===== src/rtl/core/ddpp_pkg.sv =====
// Shared types, codes and decode functions for the display packet parser.
package ddpp_pkg;

    localparam logic [7:0] START_MARK = 8'hAA;
    localparam logic [7:0] END_MARK   = 8'hAB;
    localparam logic [7:0] CHAR_V     = 8'h56;
    localparam logic [7:0] CHAR_ZERO  = 8'h30;
    localparam logic [7:0] CHAR_NINE  = 8'h39;

    localparam logic [7:0] ID_VERSION = 8'h01;
    localparam logic [7:0] ID_ACK_A   = 8'h12;
    localparam logic [7:0] ID_ACK_B   = 8'h13;
    localparam logic [7:0] ID_DISPLAY = 8'h31;
    localparam logic [7:0] ID_PWR_OFF = 8'h32;
    localparam logic [7:0] ID_PWR_ON  = 8'h33;
    localparam logic [7:0] ID_ACK_HI  = 8'h36;
    localparam logic [7:0] ID_ACK_C   = 8'h39;
    localparam logic [7:0] ID_ALERT   = 8'h43;

    // Byte positions (counted from zero) that gate field capture and the length rules
    localparam logic [7:0] POS_START   = 8'd0;
    localparam logic [7:0] POS_ID      = 8'd3;
    localparam logic [7:0] POS_PL_LO   = 8'd5;
    localparam logic [7:0] POS_PL_HI   = 8'd12;
    localparam logic [7:0] POS_ACK_MIN = 8'd6;
    localparam logic [7:0] POS_STD_MIN = 8'd7;
    localparam logic [7:0] POS_VER_MIN = 8'd11;
    localparam logic [7:0] POS_DSP_MIN = 8'd13;
    localparam logic [7:0] POS_MAX     = 8'd255;

    localparam logic [6:0] LETTER_NONE = 7'h00;
    localparam logic [6:0] LETTER_A    = 7'h41;
    localparam logic [6:0] LETTER_LO_L = 7'h6C;
    localparam logic [6:0] LETTER_UP_L = 7'h4C;
    localparam logic [3:0] LASER_BARS  = 4'd6;

    localparam int VER_W = 17;
    localparam logic [VER_W-1:0] W_10000 = 17'd10000;
    localparam logic [VER_W-1:0] W_1000  = 17'd1000;
    localparam logic [VER_W-1:0] W_100   = 17'd100;
    localparam logic [VER_W-1:0] W_10    = 17'd10;

    typedef enum logic [2:0] {
        KIND_REJECT,
        KIND_DISPLAY,
        KIND_ALERT,
        KIND_VERSION,
        KIND_PWR_OFF_ACK,
        KIND_PWR_ON_ACK,
        KIND_OTHER_ACK
    } kind_t;

    typedef enum logic [2:0] {
        ACT_NONE,
        ACT_DISPLAY,
        ACT_VERSION,
        ACT_PWR_OFF,
        ACT_PWR_ON
    } act_t;

    typedef enum logic [1:0] {
        PWR_UNKNOWN,
        PWR_OFF,
        PWR_ON
    } power_t;

    typedef enum logic [1:0] {
        MODE_NONE,
        MODE_A,
        MODE_LO_L,
        MODE_UP_L
    } mode_t;

    // One classified packet on its way from front to back
    typedef struct packed {
        logic            acc;
        kind_t           kind;
        act_t            act;
        logic [7:0][7:0] payload;
    } pkt_rec_t;

    function automatic logic [6:0] seg_to_ascii(input logic [7:0] code);
        logic [6:0] c;
        case (code[6:0])
            7'd6:    c = 7'h31;
            7'd7:    c = 7'h37;
            7'd24:   c = 7'h26;
            7'd28:   c = 7'h75;
            7'd30:   c = 7'h4A;
            7'd56:   c = 7'h4C;
            7'd57:   c = 7'h43;
            7'd62:   c = 7'h55;
            7'd63:   c = 7'h30;
            7'd73:   c = 7'h23;
            7'd79:   c = 7'h33;
            7'd88:   c = 7'h63;
            7'd91:   c = 7'h32;
            7'd94:   c = 7'h64;
            7'd102:  c = 7'h34;
            7'd109:  c = 7'h35;
            7'd111:  c = 7'h39;
            7'd113:  c = 7'h46;
            7'd115:  c = 7'h50;
            7'd119:  c = 7'h41;
            7'd121:  c = 7'h45;
            7'd124:  c = 7'h62;
            7'd125:  c = 7'h36;
            7'd127:  c = 7'h38;
            default: c = 7'h20;
        endcase
        return c;
    endfunction

    // Bands stay in bits 0-3, arrows move from bits 5-7 to bits 4-6
    function automatic logic [6:0] lamp_layout(input logic [7:0] img);
        return {img[7:5], img[3:0]};
    endfunction

    function automatic logic [3:0] popcount8(input logic [7:0] v);
        logic [3:0] n;
        n = 4'd0;
        for (int i = 0; i < 8; i++)
        begin
            n = n + {3'd0, v[i]};
        end
        return n;
    endfunction

    // Non-digit characters count as zero
    function automatic logic [3:0] digit_of(input logic [7:0] c);
        logic [7:0] d;
        d = c - CHAR_ZERO;
        if (c >= CHAR_ZERO && c <= CHAR_NINE)
            return d[3:0];
        else
            return 4'd0;
    endfunction

endpackage


===== src/rtl/core/ddpp_front.sv =====
// Front end: byte counting, field capture and packet classification.
module ddpp_front
    import ddpp_pkg::*;
(
    input  logic     clk,
    input  logic     rst_n,
    input  logic     take,
    input  logic     last_byte,
    input  logic [7:0] data_byte,
    output logic     push,
    output pkt_rec_t rec
);

    logic [7:0]      pos_reg, pos_next;
    logic            start_ok_reg;
    logic [7:0]      id_reg;
    logic [7:0][7:0] payload_reg;

    logic            start_ok_now;
    logic [7:0]      id_now;
    logic [7:0][7:0] payload_now;
    logic [7:0]      pl_off;
    logic            is_ack;
    logic            framed;

    assign pl_off = pos_reg - POS_PL_LO;

    // Fold the current byte into the captured fields
    always_comb
    begin
        start_ok_now = start_ok_reg;
        id_now       = id_reg;
        payload_now  = payload_reg;
        if (pos_reg == POS_START)
            start_ok_now = (data_byte == START_MARK);
        if (pos_reg == POS_ID)
            id_now = data_byte;
        if (pos_reg >= POS_PL_LO && pos_reg <= POS_PL_HI)
            payload_now[pl_off[2:0]] = data_byte;
    end

    always_comb
    begin
        if (last_byte)
            pos_next = '0;
        else if (pos_reg != POS_MAX)
            pos_next = pos_reg + 8'd1;
        else
            pos_next = pos_reg;
    end

    assign is_ack = id_now inside {ID_ACK_A, ID_ACK_B, [ID_PWR_OFF:ID_ACK_HI], ID_ACK_C};
    assign framed = start_ok_now && (data_byte == END_MARK) && (pos_reg >= POS_ACK_MIN)
                    && (is_ack || pos_reg >= POS_STD_MIN);

    always_comb
    begin
        rec.acc     = 1'b0;
        rec.kind    = KIND_REJECT;
        rec.act     = ACT_NONE;
        rec.payload = payload_now;
        if (framed)
        begin
            case (id_now)
                ID_DISPLAY:
                begin
                    if (pos_reg >= POS_DSP_MIN)
                    begin
                        rec.acc  = 1'b1;
                        rec.kind = KIND_DISPLAY;
                        rec.act  = ACT_DISPLAY;
                    end
                end
                ID_ALERT:
                begin
                    rec.acc  = 1'b1;
                    rec.kind = KIND_ALERT;
                end
                ID_VERSION:
                begin
                    rec.acc  = 1'b1;
                    rec.kind = KIND_VERSION;
                    if (pos_reg >= POS_VER_MIN && payload_now[1] == CHAR_V)
                        rec.act = ACT_VERSION;
                end
                ID_PWR_OFF:
                begin
                    rec.acc  = 1'b1;
                    rec.kind = KIND_PWR_OFF_ACK;
                    rec.act  = ACT_PWR_OFF;
                end
                ID_PWR_ON:
                begin
                    rec.acc  = 1'b1;
                    rec.kind = KIND_PWR_ON_ACK;
                    rec.act  = ACT_PWR_ON;
                end
                default:
                begin
                    if (is_ack)
                    begin
                        rec.acc  = 1'b1;
                        rec.kind = KIND_OTHER_ACK;
                    end
                end
            endcase
        end
    end

    assign push = take && last_byte;

    always_ff @(posedge clk or negedge rst_n)
    begin
        if (!rst_n)
        begin
            pos_reg      <= '0;
            start_ok_reg <= 1'b0;
            id_reg       <= '0;
        end
        else if (take)
        begin
            pos_reg      <= pos_next;
            start_ok_reg <= start_ok_now;
            id_reg       <= id_now;
        end
    end

    always_ff @(posedge clk)
    begin
        if (take)
            payload_reg <= payload_now;
    end

endmodule


===== src/rtl/core/ddpp_queue.sv =====
// Short queue of classified packets between front and back.
module ddpp_queue
    import ddpp_pkg::*;
#(
    parameter int DEPTH = 2
)
(
    input  logic     clk,
    input  logic     rst_n,
    input  logic     push,
    input  pkt_rec_t rec_in,
    output logic     full,
    input  logic     pop,
    output logic     valid,
    output pkt_rec_t rec_out
);

    localparam int PTR_W = (DEPTH > 1) ? $clog2(DEPTH) : 1;
    localparam int CNT_W = $clog2(DEPTH + 1);
    localparam logic [PTR_W-1:0] LAST_SLOT = PTR_W'(DEPTH - 1);
    localparam logic [CNT_W-1:0] FULL_CNT  = CNT_W'(DEPTH);
    localparam logic [PTR_W-1:0] PTR_ONE   = PTR_W'(1);
    localparam logic [CNT_W-1:0] CNT_ONE   = CNT_W'(1);

    pkt_rec_t         slot_reg [DEPTH];
    logic [PTR_W-1:0] wr_ptr_reg, wr_ptr_next;
    logic [PTR_W-1:0] rd_ptr_reg, rd_ptr_next;
    logic [CNT_W-1:0] count_reg, count_next;
    logic             do_push, do_pop;

    assign full    = (count_reg == FULL_CNT);
    assign valid   = (count_reg != '0);
    assign rec_out = slot_reg[rd_ptr_reg];
    assign do_push = push && !full;
    assign do_pop  = pop && valid;

    always_comb
    begin
        wr_ptr_next = wr_ptr_reg;
        rd_ptr_next = rd_ptr_reg;
        count_next  = count_reg;
        if (do_push)
            wr_ptr_next = (wr_ptr_reg == LAST_SLOT) ? '0 : wr_ptr_reg + PTR_ONE;
        if (do_pop)
            rd_ptr_next = (rd_ptr_reg == LAST_SLOT) ? '0 : rd_ptr_reg + PTR_ONE;
        if (do_push && !do_pop)
            count_next = count_reg + CNT_ONE;
        else if (do_pop && !do_push)
            count_next = count_reg - CNT_ONE;
    end

    always_ff @(posedge clk or negedge rst_n)
    begin
        if (!rst_n)
        begin
            wr_ptr_reg <= '0;
            rd_ptr_reg <= '0;
            count_reg  <= '0;
        end
        else
        begin
            wr_ptr_reg <= wr_ptr_next;
            rd_ptr_reg <= rd_ptr_next;
            count_reg  <= count_next;
        end
    end

    always_ff @(posedge clk)
    begin
        if (do_push)
            slot_reg[wr_ptr_reg] <= rec_in;
    end

endmodule


===== src/rtl/core/ddpp_back.sv =====
// Back end: applies classified packets to the display state and holds the result.
module ddpp_back
    import ddpp_pkg::*;
(
    input  logic         clk,
    input  logic         rst_n,
    input  logic         q_valid,
    input  pkt_rec_t     rec,
    output logic         pop,
    output logic         out_valid,
    input  logic         out_stall,
    output logic         accepted,
    output logic [2:0]   packet_kind,
    output logic [7:0]   bogey_glyph,
    output logic [6:0]   indicator_bits,
    output logic [6:0]   flash_bits,
    output logic         muted,
    output logic [3:0]   main_volume,
    output logic [3:0]   mute_volume,
    output logic [3:0]   signal_bars,
    output logic [6:0]   mode_letter,
    output logic [1:0]   display_power,
    output logic signed [17:0] firmware_version
);

    logic        out_valid_reg;
    logic        acc_reg;
    kind_t       kind_reg;
    logic [7:0]  glyph_reg, glyph_next;
    logic [6:0]  lamp_reg, lamp_next;
    logic [6:0]  blink_reg, blink_next;
    logic        mute_reg, mute_next;
    logic [7:0]  volume_reg, volume_next;
    logic [3:0]  bars_reg, bars_next;
    logic [6:0]  letter_reg, letter_next;
    power_t      power_reg, power_next;
    logic [17:0] version_reg, version_next;

    logic [7:0]       img1, img2, aux1, aux2;
    mode_t            mode;
    logic [VER_W-1:0] ver_sum;

    assign img1 = rec.payload[3];
    assign img2 = rec.payload[4];
    assign aux1 = rec.payload[6];
    assign aux2 = rec.payload[7];
    assign mode = mode_t'(aux1[3:2]);

    // Constant weights only: each product is a few shifted adds
    assign ver_sum = {13'd0, digit_of(rec.payload[2])} * W_10000
                   + {13'd0, digit_of(rec.payload[3])} * W_1000
                   + {13'd0, digit_of(rec.payload[4])} * W_100
                   + {13'd0, digit_of(rec.payload[5])} * W_10
                   + {13'd0, digit_of(rec.payload[6])};

    assign pop = q_valid && (!out_valid_reg || !out_stall);

    always_comb
    begin
        glyph_next   = glyph_reg;
        lamp_next    = lamp_reg;
        blink_next   = blink_reg;
        mute_next    = mute_reg;
        volume_next  = volume_reg;
        bars_next    = bars_reg;
        letter_next  = letter_reg;
        power_next   = power_reg;
        version_next = version_reg;
        case (rec.act)
            ACT_DISPLAY:
            begin
                glyph_next  = {rec.payload[0][7], seg_to_ascii(rec.payload[0])};
                lamp_next   = lamp_layout(img1);
                blink_next  = lamp_layout(img1 & ~img2);
                volume_next = aux2;
                mute_next   = img1[4] || (aux2[7:4] == 4'd0);
                bars_next   = img1[0] ? LASER_BARS : popcount8(rec.payload[2]);
                case (mode)
                    MODE_A:    letter_next = LETTER_A;
                    MODE_LO_L: letter_next = LETTER_LO_L;
                    MODE_UP_L: letter_next = LETTER_UP_L;
                    default:   letter_next = LETTER_NONE;
                endcase
            end
            ACT_VERSION: version_next = {1'b0, ver_sum};
            ACT_PWR_OFF: power_next   = PWR_OFF;
            ACT_PWR_ON:  power_next   = PWR_ON;
            default:     ;
        endcase
    end

    always_ff @(posedge clk or negedge rst_n)
    begin
        if (!rst_n)
        begin
            out_valid_reg <= 1'b0;
            acc_reg       <= 1'b0;
            kind_reg      <= KIND_REJECT;
            glyph_reg     <= '0;
            lamp_reg      <= '0;
            blink_reg     <= '0;
            mute_reg      <= 1'b0;
            volume_reg    <= '0;
            bars_reg      <= '0;
            letter_reg    <= '0;
            power_reg     <= PWR_UNKNOWN;
            version_reg   <= '1;
        end
        else
        begin
            if (pop)
            begin
                out_valid_reg <= 1'b1;
                acc_reg       <= rec.acc;
                kind_reg      <= rec.kind;
                glyph_reg     <= glyph_next;
                lamp_reg      <= lamp_next;
                blink_reg     <= blink_next;
                mute_reg      <= mute_next;
                volume_reg    <= volume_next;
                bars_reg      <= bars_next;
                letter_reg    <= letter_next;
                power_reg     <= power_next;
                version_reg   <= version_next;
            end
            else if (!out_stall)
                out_valid_reg <= 1'b0;
        end
    end

    // State only moves on a pop, so it doubles as the held result
    assign out_valid        = out_valid_reg;
    assign accepted         = acc_reg;
    assign packet_kind      = kind_reg;
    assign bogey_glyph      = glyph_reg;
    assign indicator_bits   = lamp_reg;
    assign flash_bits       = blink_reg;
    assign muted            = mute_reg;
    assign main_volume      = volume_reg[7:4];
    assign mute_volume      = volume_reg[3:0];
    assign signal_bars      = bars_reg;
    assign mode_letter      = letter_reg;
    assign display_power    = power_reg;
    assign firmware_version = $signed(version_reg);

endmodule


===== src/rtl/core/detector_display_packet_parser_top.sv =====
// Top level of the display packet parser: front end, packet queue and back end.
// Throughput: one byte item per cycle while the packet queue is not full; no bubbles between packets.
// Path: the front classifies a packet as its final byte is accepted, the queue
// registers the record, and the back end registers the result on out_valid when it pops it.
// Input stalls only while the packet queue is full, i.e. when results back up.
// Reset (rst_n low, asynchronous) clears the byte counter, queue, output valid
// and display state; firmware_version resets to -1, display_power to unknown.
module detector_display_packet_parser_top
    import ddpp_pkg::*;
#(
    parameter int QUEUE_DEPTH = 2
)
(
    input  logic               clk,
    input  logic               rst_n,
    input  logic               in_valid,
    output logic               in_stall,
    input  logic [7:0]         data_byte,
    input  logic               last_byte,
    output logic               out_valid,
    input  logic               out_stall,
    output logic               accepted,
    output logic [2:0]         packet_kind,
    output logic [7:0]         bogey_glyph,
    output logic [6:0]         indicator_bits,
    output logic [6:0]         flash_bits,
    output logic               muted,
    output logic [3:0]         main_volume,
    output logic [3:0]         mute_volume,
    output logic [3:0]         signal_bars,
    output logic [6:0]         mode_letter,
    output logic [1:0]         display_power,
    output logic signed [17:0] firmware_version
);

    logic     take;
    logic     push;
    logic     q_full;
    logic     q_valid;
    logic     q_pop;
    pkt_rec_t front_rec;
    pkt_rec_t back_rec;

    // Hold every byte while the queue is full; a final byte would need a slot
    assign in_stall = q_full;
    assign take     = in_valid && !in_stall;

    // Count positions, capture start, id and payload, classify on the final byte
    ddpp_front u_front (
        .clk       (clk),
        .rst_n     (rst_n),
        .take      (take),
        .last_byte (last_byte),
        .data_byte (data_byte),
        .push      (push),
        .rec       (front_rec)
    );

    // Decouple classification from result delivery
    ddpp_queue #(
        .DEPTH (QUEUE_DEPTH)
    ) u_queue (
        .clk     (clk),
        .rst_n   (rst_n),
        .push    (push),
        .rec_in  (front_rec),
        .full    (q_full),
        .pop     (q_pop),
        .valid   (q_valid),
        .rec_out (back_rec)
    );

    // Apply the packet to the display state and present the result item
    ddpp_back u_back (
        .clk              (clk),
        .rst_n            (rst_n),
        .q_valid          (q_valid),
        .rec              (back_rec),
        .pop              (q_pop),
        .out_valid        (out_valid),
        .out_stall        (out_stall),
        .accepted         (accepted),
        .packet_kind      (packet_kind),
        .bogey_glyph      (bogey_glyph),
        .indicator_bits   (indicator_bits),
        .flash_bits       (flash_bits),
        .muted            (muted),
        .main_volume      (main_volume),
        .mute_volume      (mute_volume),
        .signal_bars      (signal_bars),
        .mode_letter      (mode_letter),
        .display_power    (display_power),
        .firmware_version (firmware_version)
    );

endmodule


===== config.mk =====
export PLATFORM = sky130hd
export DESIGN_NAME = detector_display_packet_parser_top
export DESIGN_NICKNAME = d
export VERILOG_FILES = /design/src/rtl/core/ddpp_pkg.sv /design/src/rtl/core/ddpp_front.sv /design/src/rtl/core/ddpp_queue.sv /design/src/rtl/core/ddpp_back.sv /design/src/rtl/core/detector_display_packet_parser_top.sv
export SDC_FILE = /design/constraint.sdc
export NUM_CORES = 1
export LEC_CHECK = 0
export ABC_AREA = 1
export BUFFER_PORTS_ARGS = -buffer_cell sky130_fd_sc_hd__buf_2
export CAP_MARGIN = 20
export CORE_UTILIZATION = 45
export DETAILED_ROUTE_END_ITERATION = 6
export SYNTH_ARGS = -nofsm -noshare
export SYNTH_HDL_FRONTEND = slang
export SYNTH_SLANG_ARGS = --single-unit

===== constraint.sdc =====
create_clock -name clk -period 6.1 [get_ports clk]
set_input_delay 0.305 -clock clk [delete_from_list [all_inputs] [get_ports clk]]
set_output_delay 0.305 -clock clk [all_outputs]
set_load 0.05 [all_outputs]

# Yosys cells after proc, flatten, opt, wreduce, memory -nomap -nowiden
# Memory sizes are Yosys's and may differ from the RTL's.
# Cells that the tools add are included.
[totals] regBits=152 latch_bits=0 ram_bits=142 rom_bits=0 inputBits=13 output_inout_bits=68 elab_cells=190 n_memories=1
[classes] addsub=22 multipliers=4 div=0 magnitude_cmp=20 eq_ne=46 shift=0 muxes=31 bitwise_logic=2 n_reduce_logical=38
[memory_table] name="u_queue.slot_reg" words=2 word_bits=71 rd=1 rd_clocked_by_memory_dff=0 write_ports=1 line="ddpp_queue.sv:25" text="pkt_rec_t slot_reg [DEPTH];"
[op_table] op="one-hot mux 7 bit (24 select lines)" n=1
[op_table] op="== test 7 bit (second input constant)" n=15
[op_table] op="bitwise mux 64 bit" n=1
[op_table] op="two-way mux 64 bit" n=1
[op_table] op="greater-or-equal comparator 8 x 6 -> 1 bit (second input constant)" n=6
[op_table] op="<= comparator 8 x 6 -> 1 bit (second input constant)" n=6
[op_table] op="== test 8 x 6 -> 1 bit (second input constant)" n=4
[op_table] op="two-way mux 8 bit" n=4
[op_table] op="== test 7 x 6 -> 1 bit (second input constant)" n=4
[op_table] op="two-way mux 4 bit" n=7
[op_table] op="adder 4 x 1 -> 4 bit" n=6
[op_table] op="demux 8 bit (select 3 bit)" n=1
[op_table] op="greater-or-equal comparator 8 x 3 -> 1 bit (second input constant)" n=3
[op_table] op="== test 7 x 5 -> 1 bit (second input constant)" n=3
[op_table] op="one-hot mux 7 bit (3 select lines)" n=1
[op_table] op="one-hot mux 4 bit (5 select lines)" n=1
[op_table] op="subtractor 4 x 1 -> 4 bit (second input constant)" n=5
[op_table] op="logical AND 1 bit" n=19
[op_table] op="adder 17 x 11 -> 17 bit" n=1
[op_table] op="adder 17 x 14 -> 17 bit" n=1
[op_table] op="adder 17 x 4 -> 17 bit" n=1
[op_table] op="adder 17 x 8 -> 17 bit" n=1
[op_table] op="== test 8 x 5 -> 1 bit (second input constant)" n=2
[op_table] op="== test 8 x 7 -> 1 bit (second input constant)" n=2
[op_table] op="39 further kinds" n=67

# Longest topological paths before layout
[logic_depth] depth_word=12 depth_mapped=37

# Cells and area by module
# Synthesis repeated with hierarchy kept, for this count alone.
[unflattened] hier_cells=1687 area_unflattened_um2=15743.8
[by_module_without_submodules] module="ddpp_back" instances=1 cells_each=792 area_per_inst_um2=5909.4 seq_area_each_um2=1624.1
[by_module_without_submodules] module="ddpp_queue" instances=1 cells_each=402 area_per_inst_um2=5429.0 seq_area_each_um2=4364.2
[by_module_without_submodules] module="ddpp_front" instances=1 cells_each=491 area_per_inst_um2=4395.5 seq_area_each_um2=2347.3
[by_module_without_submodules] module="detector_display_packet_parser_top" instances=1 cells_each=2 area_per_inst_um2=10.0 seq_area_each_um2=0.0

# Least setup slack after synthesis
# OpenSTA, ideal clock, no wires.
[synth_path] path_type="register -> register" start="reg u_queue.rd_ptr_reg" end="reg u_back.version_reg[12], in the netlist u_back.firmware_version[12]" setup_ns=0.080 arrival_ns=5.464 required_time_ns=6.020 slack_ns=0.556 path_stages_with_launch=28 path_buffers=4 path_cell_list="dfrtp_1 inv_2 buf_2 buf_6 buf_2 buf_2 or2_2 o21ai_0 ha_1 o21ai_1 nand2_1 nand3b_1 nor2_1 inv_1 fa_1 inv_1 ha_1 inv_1 fa_1 inv_1 ha_1 ha_1 ha_1 a21o_1 or2_2 o22ai_1 xor2_1 o21ai_1"
[synth_between] elab_chain_cells=9 word_cells_on_any_way=36 classes_between="add/sub (9); mul (4); order compare (10); eq/ne (1); mux (5); reduce/logical (6); memory (1)"
[synth_lines] element="start, declared" line="ddpp_queue.sv:27" text="logic [PTR_W-1:0] rd_ptr_reg, rd_ptr_next;"
[synth_lines] element="start signal, assigned" line="ddpp_queue.sv:63" text="rd_ptr_reg <= rd_ptr_next;"
[synth_lines] element="memory (2 x 71 bit) *"
[synth_lines] element="greater-or-equal comparator 8 x 6 -> 1 bit or <= comparator 8 x 6 -> 1 bit (tied branches)" line="ddpp_pkg.sv:133" text="if (c >= CHAR_ZERO && c <= CHAR_NINE)"
[synth_lines] element="logical AND 1 bit" line="ddpp_pkg.sv:133"
[synth_lines] element="two-way mux 4 bit" line="ddpp_pkg.sv:133"
[synth_lines] element="multiplier 4 x 10 -> 13 bit or multiplier 4 x 7 -> 11 bit (tied branches)" line="ddpp_back.sv:50, ddpp_back.sv:51"
[synth_lines] element="adder 17 x 14 -> 17 bit" line="ddpp_back.sv:51" text="+ {13'd0, digit_of(rec.payload[3])} * W_1000"
[synth_lines] element="adder 17 x 11 -> 17 bit" line="ddpp_back.sv:52" text="+ {13'd0, digit_of(rec.payload[4])} * W_100"
[synth_lines] element="adder 17 x 8 -> 17 bit" line="ddpp_back.sv:53" text="+ {13'd0, digit_of(rec.payload[5])} * W_10"
[synth_lines] element="adder 17 x 4 -> 17 bit" line="ddpp_back.sv:54" text="+ {13'd0, digit_of(rec.payload[6])};"
[synth_lines] element="end signal, assigned" line="ddpp_back.sv:124" text="version_reg <= version_next;"
[synth_lines] element="end, declared" line="ddpp_back.sv:37" text="logic [17:0] version_reg, version_next;"
# Mark *: on every way between the ends. The rest lies on a longest branch, timed or not.
# A chain may end at the register's enable or synchronous reset.

# Worst setup path in the final report
# Same ends and word-level chain as after synthesis.

==> results.sh <==
export IMPL_rsz0062_at_grt="true"
export IMPL_vias=10100
export IMPL_grt_pass1_vias=10000
export IMPL_wl_met3_microns=1290
export IMPL_cts_root_buf="clkbuf_16"
export IMPL_cp_max_fo=15
export IMPL_cts_made_buffers=31
export IMPL_min_period_ns=5.67
export IMPL_wirelength_microns=32100
export IMPL_synth_seq_cells=275
export IMPL_yosysSeqAreaShare_pct=54.2
export IMPL_diodes=0
export IMPL_slew_headroom_pct=36.3
export IMPL_grt_max_degree=69
export IMPL_finalHoldViolations=0
export IMPL_area_growth_pct=13.5
export IMPL_fillers=2908
export IMPL_fin_skew_ns=0.0162
export IMPL_cts_tree="yes"
export IMPL_wire_per_inst_microns=16.1
export IMPL_synth_cell_types=54
export IMPL_critPathCaptureType="flip-flop"
export IMPL_synthFlopType="edfxtp_1"
export IMPL_cts_sinks=275
export IMPL_start_kind="flip-flop"
export IMPL_fmax_mhz=176
export IMPL_worst_ep_arrival_time_ns=6.16
export IMPL_ios=81
export IMPL_clk_path_buf_depth=3
export IMPL_dp_cells=1938
export IMPL_io_buffer_count=78
export IMPL_drt_initial_drc_count=656
export IMPL_synth_most_common_cell="nand2_1"
export IMPL_core_area_sq_um=31600
export IMPL_rows=65
export IMPL_synthTopCellsByArea="edfxtp_1 (39%), dfrtp_1 (12%), nand2_1 (9.3%)"
export IMPL_initial_core_util_pct=45.8
export IMPL_status="finished clean"
export IMPL_clk_pin_slew_ns=0.06
export IMPL_leakage_uw=0.00754
export IMPL_period_share_pct=92.9
export IMPL_viasPerCell=5.07
export IMPL_clock_latency_ns=0.58
export IMPL_die_w_microns=181
export IMPL_synth_commonest_cells="nand2_1 (359), edfxtp_1 (190), inv_1 (155)"
export IMPL_final_cells=2000
export IMPL_crit_type="reg -> reg"
export IMPL_setup_violations=0
export IMPL_drv_cap=0
export IMPL_yosysTopAreaCellShare_pct=39.4
export IMPL_drive_above_1_share_pct=14.4
export IMPL_top_layer_used="met4"
export IMPL_syn_avg_cell_area_sq_um=9.84
export IMPL_antenna_found_initial=0
export IMPL_grt_overflow=0
export IMPL_die_area_sq_um=32900
export IMPL_synth_async_reset_ratio_pct=30.9
export IMPL_peakVddDrop_mv=0.253
export IMPL_synth_edf_count=190
export IMPL_ant_nets=0
export IMPL_dp_hpwl_microns=22500
export IMPL_largest_register_ffs=126
export IMPL_htreeDepth=1
export IMPL_hp_class="in -> reg"
export IMPL_drc_errors=0
export IMPL_ys_warn_count=0
export IMPL_firstDrtPassIters=5
export IMPL_die_y_microns=181
export IMPL_worstMarginPinSlew_ns=0.956
export IMPL_power_total_uw=8040
export IMPL_grt_pass1_wl_microns=53000
export IMPL_wl_met1_microns=15500
export IMPL_synth_cells=1473
export IMPL_nNetsFinal=1695
export IMPL_syn_area_sq_um=14500
export IMPL_powerDensity_nw_per_um2=489
export IMPL_dr_wl_met2_microns=14500
export IMPL_slew_viol_final=0
export IMPL_place_gp_congestion=0.866
export IMPL_reg2reg_setup_slack_ns=0.43
export IMPL_cp_required_ns=6.59
export IMPL_synth_largest_area_cell="edfxtp_1"
export IMPL_grtUsageTotal_pct=20.2
## path summary, 6_finish.rpt
kind | to | startpoint | cells after the start
hold / removal | u_front.id_reg[4] | data_byte[4] | 3
max in group asynchronous | u_queue.rd_ptr_reg | rst_n | 3
setup / recovery | u_back.firmware_version[12] | u_queue.rd_ptr_reg | 25
setup reg to reg | u_back.firmware_version[12] | u_queue.rd_ptr_reg | 25
min in group asynchronous | u_back.flash_bits[1] | rst_n | 2
hold reg to reg | u_back.firmware_version[17] | u_back.firmware_version[17] | 2
## cells in the final DEF (no fill, tap or decap), types with 16 or more instances in the layout
master,count
nor3_1,17
ha_1,77
nand3_1,41
nor2_1,144
nand2_1,359
buf_4,21
edfxtp_1,190
buf_2,77
inv_1,154
xor2_1,16
a31oi_1,18
fa_1,30
o21ai_1,30
a21oi_1,63
o21ai_0,71
dfrtp_1,66
clkbuf_16,31
dfstp_2,18
## layout make-up
type / instances / area [sq um] / share of cell area, %
inverter: 169 / 637 / 3.87
sequential: 275 / 7860 / 47.8
timing repair buffer: 102 / 593 / 3.61
tap: 402 / 503 / 3.06
clock buffer: 42 / 827 / 5.03
multi-input combinational: 994 / 5830 / 35.5
clock inverter: 16 / 199 / 1.21
## routing by layer
layer	track usage, %	up-vias
li1	-	5091
met1	28.7	4785
met2	32.6	211
met3	2.61	51
met4	5.73	0
met5	0	-
## repair_timing
action / CTS / global route
buffers inserted: 0 / 1
endpoints found under the setup margin: 0 / 7
hold buffers: 3 / 0
gates resized for setup: 0 / 8
hold endpoints to repair: 29 / 0
## power by group
group	total [uW]	internal [uW]	switching, uW	leakage [uW]
Clock	1870	1120	752	0.000499
Sequential	2920	2700	220	0.00279
Combinational	3250	907	2340	0.00425
Total	8040	4730	3310	0.00754
## cell families after synthesis
logic type / share of synthesized area [%]
adders and majority gates: 11.0
DFF: 54.2
other: 0.0259
muxes: 0.691
buffers and inverters: 5.85
AOI/OAI and AO/OA: 8.34
and+or+nand+nor: 18.4
xor gates and xnor gates: 1.51
## critical path, stage by stage, from the launching register on
cell and delay, ns:
dfrtp_4 0.56, buf_4 0.18, nand2_1 0.05, nand2_1 0.07
o21ai_1 0.13, nand2_1 0.13, inv_1 0.08, nand2_1 0.13
fa_2 0.64, inv_1 0.10, fa_1 0.54, inv_1 0.04
ha_1 0.34, a21oi_1 0.16, nand2_1 0.10, a21oi_1 0.14
o21bai_1 0.11, xor2_1 0.18, ha_1 0.31, ha_1 0.29
ha_1 0.35, a21o_1 0.24, or2_2 0.30, o22ai_1 0.16
xor2_1 0.18, o21ai_1 0.07
## stage by stage
| step | util [%] | cell area [sq um] | setup WS [ns] | hold WS, ns | setup TNS [ns] |
|---|---|---|---|---|---|
| detailed placement | 48.5 | 15400 | 0.245 | 0.257 | 0 |
| floorplan | - | 14500 | 0.556 | 0.00941 | 0 |
| global placement | 48.5 | 15400 | 0.383 | 0.254 | 0 |
| finish | 52.0 | 16400 | 0.433 | 0.0583 | 0 |
| global route | 52.0 | 16400 | -0.0707 | 0.0472 | -0.0707 |
| CTS | 51.9 | 16400 | 0.220 | 0.0308 | 0 |
Power figures use the tool's default switching activity.
